### src/rtl/pva_pkg.sv
// Shared constants, types and codes for the voice allocator.
`timescale 1ns / 1ps

package pva_pkg;

  localparam int unsigned VOICE_COUNT = 13;
  localparam int unsigned VIDX_W      = (VOICE_COUNT > 1) ? $clog2(VOICE_COUNT) : 1;

  localparam int unsigned FUNC_W  = 2;
  localparam int unsigned NOTE_W  = 4;
  localparam int unsigned VOICE_W = 4;
  localparam int unsigned MASK_W  = 13;
  localparam int unsigned STAT_W  = 8;
  localparam int unsigned KEY_W   = 7;
  localparam int unsigned VEL_W   = 7;

  // voices that actually show up in the masks
  localparam int unsigned MASK_USED = (VOICE_COUNT < MASK_W) ? VOICE_COUNT : MASK_W;

  typedef logic [VIDX_W-1:0]      vidx_t;
  typedef logic [NOTE_W-1:0]      note_t;
  typedef logic [MASK_W-1:0]      mask_t;
  typedef logic [VOICE_COUNT-1:0] vvec_t;
  typedef logic [VOICE_W-1:0]     voice_t;
  typedef logic [KEY_W-1:0]       key_t;

  localparam note_t NOTE_LIMIT = 4'd13;
  localparam note_t NO_NOTE    = 4'd15;

  localparam logic [STAT_W-1:0] MIDI_NOTE_ON  = 8'h90;
  localparam logic [STAT_W-1:0] MIDI_NOTE_OFF = 8'h80;
  localparam logic [VEL_W-1:0]  MIDI_VEL_ON   = 7'd127;
  localparam key_t              MIDI_TOP_KEY  = 7'd72;

  typedef enum logic [FUNC_W-1:0] {
    FUNC_NOTE_ON  = 2'd0,
    FUNC_NOTE_OFF = 2'd1,
    FUNC_VOICE_FIN = 2'd2
  } func_e;

  // one update of the voice file per cycle
  typedef struct packed {
    logic  claim;     // set active and gate, store note
    logic  free;      // clear active and gate, note back to none
    logic  gate_clr;  // drop gate only
    vidx_t idx;
    note_t note;
  } vf_cmd_t;

  typedef struct packed {
    vvec_t active;
    vvec_t gate;
    note_t rd_note;   // note of voice at cmd.idx
  } vf_stat_t;

endpackage

### src/rtl/pva_voice_file.sv
// Per-voice state: active and gate bits, stored note, one update per cycle.
`timescale 1ns / 1ps

module pva_voice_file (
  input  logic              clk_i,
  input  logic              rst_ni,
  input  pva_pkg::vf_cmd_t  cmd_i,
  output pva_pkg::vf_stat_t stat_o
);

  pva_pkg::vvec_t active_q, active_d;
  pva_pkg::vvec_t gate_q, gate_d;
  pva_pkg::note_t note_q [pva_pkg::VOICE_COUNT];

  always_comb begin
    active_d = active_q;
    gate_d   = gate_q;
    if (cmd_i.claim) begin
      active_d[cmd_i.idx] = 1'b1;
      gate_d[cmd_i.idx]   = 1'b1;
    end else if (cmd_i.free) begin
      active_d[cmd_i.idx] = 1'b0;
      gate_d[cmd_i.idx]   = 1'b0;
    end else if (cmd_i.gate_clr) begin
      gate_d[cmd_i.idx]   = 1'b0;
    end
  end

  always_ff @(posedge clk_i or negedge rst_ni) begin
    if (!rst_ni) begin
      active_q <= '0;
      gate_q   <= '0;
      for (int i = 0; i < pva_pkg::VOICE_COUNT; i++) begin
        note_q[i] <= pva_pkg::NO_NOTE;
      end
    end else begin
      active_q <= active_d;
      gate_q   <= gate_d;
      if (cmd_i.claim) begin
        note_q[cmd_i.idx] <= cmd_i.note;
      end else if (cmd_i.free) begin
        note_q[cmd_i.idx] <= pva_pkg::NO_NOTE;
      end
    end
  end

  assign stat_o.active  = active_q;
  assign stat_o.gate    = gate_q;
  assign stat_o.rd_note = note_q[cmd_i.idx];

endmodule

### config.mk
export PLATFORM = sky130hd
export DESIGN_NAME = pva_voice_file
export DESIGN_NICKNAME = d
export VERILOG_FILES = /design/src/rtl/pva_pkg.sv /design/src/rtl/pva_voice_file.sv
export SDC_FILE = /design/constraint.sdc
export NUM_CORES = 1
export LEC_CHECK = 0
export BUFFER_PORTS_ARGS = -buffer_cell sky130_fd_sc_hd__buf_2
export CAP_MARGIN = 20
export CORE_ASPECT_RATIO = 1.4
export CORE_MARGIN = 3
export CORE_UTILIZATION = 58
export DETAILED_ROUTE_END_ITERATION = 12
export HOLD_SLACK_MARGIN = 0.03
export PLACE_DENSITY_LB_ADDON = 0.05
export SETUP_SLACK_MARGIN = 0.15
export SLEW_MARGIN = 30
export SYNTH_ARGS = -nofsm -noshare
export SYNTH_HDL_FRONTEND = slang
export SYNTH_SLANG_ARGS = --single-unit
### constraint.sdc
create_clock -name clk_i -period 1.1 [get_ports clk_i]
set_input_delay 0 -clock clk_i [delete_from_list [all_inputs] [get_ports clk_i]]
set_output_delay 0 -clock clk_i [all_outputs]
set_load 0.05 [all_outputs]
After elaboration in Yosys (flattened, before gate mapping)
Cells that the tools add are included.
{"block": "totals", "reg_bits": 78, "memories": 0, "latchBits": 0, "elab_cells": 45, "mem_bits_ro": 0, "output_inout_bits": 30, "mem_bits_rw": 0}
{"block": "op_classes", "mux": 15, "n_reduce_logical": 4, "multipliers": 0, "div": 0, "bitwise": 7, "shift": 0, "magnitude_cmp": 4, "addsub": 0, "n_eq_ne": 0}
{"operator": "two-way mux 52 bit", "count": 2}
{"operator": "two-way mux 13 bit", "count": 5}
{"operator": "bitwise mux 52 bit", "count": 1}
{"operator": "OR 52 bit", "count": 1}
{"operator": "AND 13 bit", "count": 2}
{"operator": "OR 13 bit", "count": 2}
{"operator": "binary-select mux 4 bit (select 4 bit)", "count": 1}
{"operator": "demux 4 bit (select 4 bit)", "count": 1}
{"operator": "inverter 13 bit", "count": 1}
{"operator": "two-way mux 4 bit", "count": 3}
{"operator": "greater-or-equal comparator 5 bit (second input constant)", "count": 1}
{"operator": "< comparator 4 x 5 -> 1 bit (second input constant)", "count": 1}
{"operator": "< comparator 5 x 1 -> 1 bit (second input constant)", "count": 1}
{"operator": "inverter 4 -> 5 bit", "count": 1}
{"operator": "demux 1 bit (select 4 bit)", "count": 1}
{"operator": "greater-or-equal comparator 4 x 1 -> 1 bit (second input constant)", "count": 1}
{"operator": "nonzero test 3 bit", "count": 1}
{"operator": "logical AND 1 bit", "count": 2}
{"operator": "nonzero test 2 bit", "count": 1}
{"operator": "two-way mux 1 bit", "count": 1}

Longest topological paths before layout
{"block": "depth", "ltp_word": 9, "mapped_depth": 6, "mapped_depth_nobuf": 3}

Worst setup path after synthesis
Ideal clock, no wire load.
{"block": "synth_timing", "kind": "flip-flop to output port", "from": "register note_q[28] (netlist bit)", "to": "output stat_o[0] (netlist bit)", "t_arrival_ns": 1.869, "required_ns": 1.100, "path_buffers": 0, "setup_slack_ns": -0.769, "path_stages_with_launch": 4, "path_cell_list": "dfstp_2 -> mux4_2 -> mux2i_1 -> o21ai_0"}
{"item": "from (decl)", "line_no": "pva_voice_file.sv:13", "source": "pva_pkg::note_t note_q [pva_pkg::VOICE_COUNT];"}
{"item": "from (signal, indexed assignment)", "line_no": "pva_voice_file.sv:34", "source": "note_q[i] <= pva_pkg::NO_NOTE;"}
{"item": "from (signal, indexed assignment)", "line_no": "pva_voice_file.sv:40", "source": "note_q[cmd_i.idx] <= cmd_i.note;"}
{"item": "from (signal, indexed assignment)", "line_no": "pva_voice_file.sv:42", "source": "note_q[cmd_i.idx] <= pva_pkg::NO_NOTE;"}
{"item": "to (decl)", "line_no": "pva_voice_file.sv:8", "source": "output pva_pkg::vf_stat_t stat_o"}

==> key figures <==
Clock tree
  • # H-tree levels: 3
  • Clock sink count: 78
  • Worst-skew pair later-pin latency: 0.35 ns
  • Clock buffer depth: 2
  • TritonCTS clock tree: yes
  • Reg clk slew, reported paths: 0.08 ns
  • Num CTS Buffers: 9
  • CTS root buffer: clkbuf_8

Run
  • Max Cap Violations: 0

Setup path
  • Delay-heaviest family, CP: multiplexers
  • Worst EP required: 1.10 ns
  • CP Launch Point: note_q[4]
  • WS Path Type: register to output port
  • CP Capture Type: output port
  • CP max FO: 2
  • Worst path slowest cell: mux4_2
  • Setup crit start kind: register
  • CP Buf/Inv Count: 1
  • CP max stage delay: 0.49 ns
  • CP Cell Sequence: mux4_2 > a32oi_2 > o21ai_4 > buf_6
  • Reg2Reg Launch Point: note_q[27]
  • CP Data Arrival Time: 1.69 ns

STA
  • Setup ws final: -0.588 ns
  • Hold Fails Final Rpt: 0
  • Setup TNS: -2.25 ns
  • Worst Skew: 0 ns
  • Final period util: 153%
  • Endpoints failing setup: 4
  • Max Freq: 593 MHz
  • Slew HR: 72.5%
  • Fin crit period: 1.69 ns
  • Worst Tran Pin Value: 0.411 ns
  • Fin Hold WS: 0.118 ns
  • RSZ-0062 raised after global routing: true
  • Final slew viol count: 0

Placed design
  • RePlAce Congestion: 0.786
  • HPWL Detailed: 6240 um
  • Pre-CTS WS: -0.415 ns
  • PortBufs: 42

Logic synthesis
  • Synth Warn #: 0
  • Sequential area share after synthesis: 54.6%
  • Post-Synthesis Cells: 267
  • Post-synthesis area per instance: 13.8 sq um
  • Main synth FF type: dfstp_2
  • Mapped Area: 3700 sq um
  • Synth async-reset ratio: 100%
  • Synth cell types: 26
  • Top cell type by total area after synthesis: dfstp_2
  • FF+latch count, synth: 78
  • Yosys top cell area share: 37.0%
  • Top cells by area, synth: dfstp_2, dfrtp_1, a2bb2oi_1
  • Syn Nets: 280
  • EDFF count, synth: 0

Route
  • DRC: 0
  • Pre-antenna DRT Iters: 4
  • Vias: 2777
  • Detail Route Antenna Nets: 0
  • Final WL: 9630 um
  • Routed len/inst: 22.1 um
  • Vias/cell: 6.38
  • First DRT Iteration DRCs: 248

Pwr
  • Leakage: 2.20 nW
  • Clock Power Share: 22.1%
  • Logic pwr share: 33.3%
  • P_int: 0.00641 W
  • Sw Pwr: 0.00323 W
  • Peak supply drop: 1370 uV
  • Switching Fraction: 33.5%
  • Sequential share of power: 44.6%
  • Power Dens Cells: 1910 nW/um^2

Cells and area
  • Area growth syn-to-layout: 36.5%
  • Most common cell after layout, fill and taps aside: buf_4
  • Nets: 373
  • Most frequent cells in the layout: buf_4, dfstp_2, a2bb2oi_1, buf_6
  • Share of cells above drive strength 1: 61.6%
  • Finished Core Util: 83.7%
  • ANT cells: 0

Global routing
  • GR Overflow Total: 0
  • Initial antenna violation count: 0
  • Global-route wire length before repair: 15200 um
  • Vias in the first global route: 2911
  • Pin count of the biggest net entering global routing: 31
  • Total track usage: 27.6%

Floorplan
  • Die Span X: 73.5 um
  • Io pins: 43
  • Row cnt: 33
  • Die H: 100 um
  • Initial core utilization: 61.3%
  • Total Die Area: 7380 sq um
  • Core area: 6030 sq um

Outcome
  • Status: complete, but fails checks
  • Failing checks: setup timing

Worst hold path
  • Hold WC Path Type: input pin to async pin
## worst register-to-register path, delay by kind of cell (launching register included)
family | cells | cell delay, ns
AOI/OAI and AO/OA | 1 | 0.20
buffers and inverters | 1 | 0.10
DFF | 1 | 0.54
## power groups by stage
stage	Clock, W	Sequential, W	Combinational [W]
2_1_floorplan	0	0.00485	0.00131
3_3_place_gp	0	0.00424	0.00262
3_5_place_dp	0	0.00424	0.00268
4_1_cts	0.00217	0.00424	0.00301
5_1_grt	0.00232	0.00435	0.00337
6_report	0.00213	0.00429	0.00321
## cell families (layout without fill, tap and decap cells)
group / Yosys count / count (layout) / synth area share [%]
AO/OA/AOI/OAI: 99 / 99 / 21.6
flip-flops: 78 / 78 / 54.6
AND/OR/NAND/NOR: 45 / 45 / 10.6
buffers and inverters: 29 / 127 / 4.81
multiplexers: 16 / 16 / 8.40
## worst paths after layout
path                              endpoint  slack [ns]  depth (start not counted)
worst max-delay path             stat_o[0]       -0.59                          4
worst min-delay path             async pin        0.12                          2
worst max register to register  note_q[27]        0.17                          2
worst min register to register  note_q[39]        0.50                          1
max in group asynchronous       note_q[24]        0.44                          3
min in group clk_i                register        0.13                          3
## per-layer routing
layer | vias up | track usage, % | routed length (um)
met5 | - | 0 | 0
met3 | 17 | 5.79 | 465
met1 | 1441 | 37.3 | 4010
met2 | 92 | 44.3 | 4950
li1 | 1227 | - | -
met4 | 0 | 8.93 | 204
## synth_stat cells, types with 3 or more instances
cell	number
nor4b_4	4
o21ai_0	17
a22o_1	26
and2b_1	7
buf_2	9
and2b_4	3
nor2b_1	8
mux4_2	12
dfstp_2	52
mux2i_1	4
a2bb2oi_1	52
clkbuf_1	10
a22oi_1	3
dfrtp_1	26
buf_6	5
and4bb_2	4
nand2_1	13
## stage by stage
step / area [sq um] / total power, W / std cells
floorplan: 3850 / 0.00616 / 267
finish: 5040 / 0.00963 / 435
global route: 5040 / 0.0100 / 435
CTS: 4840 / 0.00942 / 423
detailed placement: 4410 / 0.00692 / 402
global placement: 4410 / 0.00686 / 402
## repair_timing
item,CTS,global route
gates cloned,0,1
endpoints found under the hold margin,46,0
setup endpoints to repair,93,41
resized for setup,56,23
buffers inserted,4,11
pin swaps,5,6
hold buffers,1,0
## cell type report
type,count,area [sq um]
multi-input cells,160,1680
well taps,70,87.6
inverters,1,3.75
repair buffers,110,1060
flip-flops and latches,78,2020
fillers,297,985
clock buffers,9,124
clock inverters,7,71.3
No activity file was read; power rests on OpenSTA's default activity.
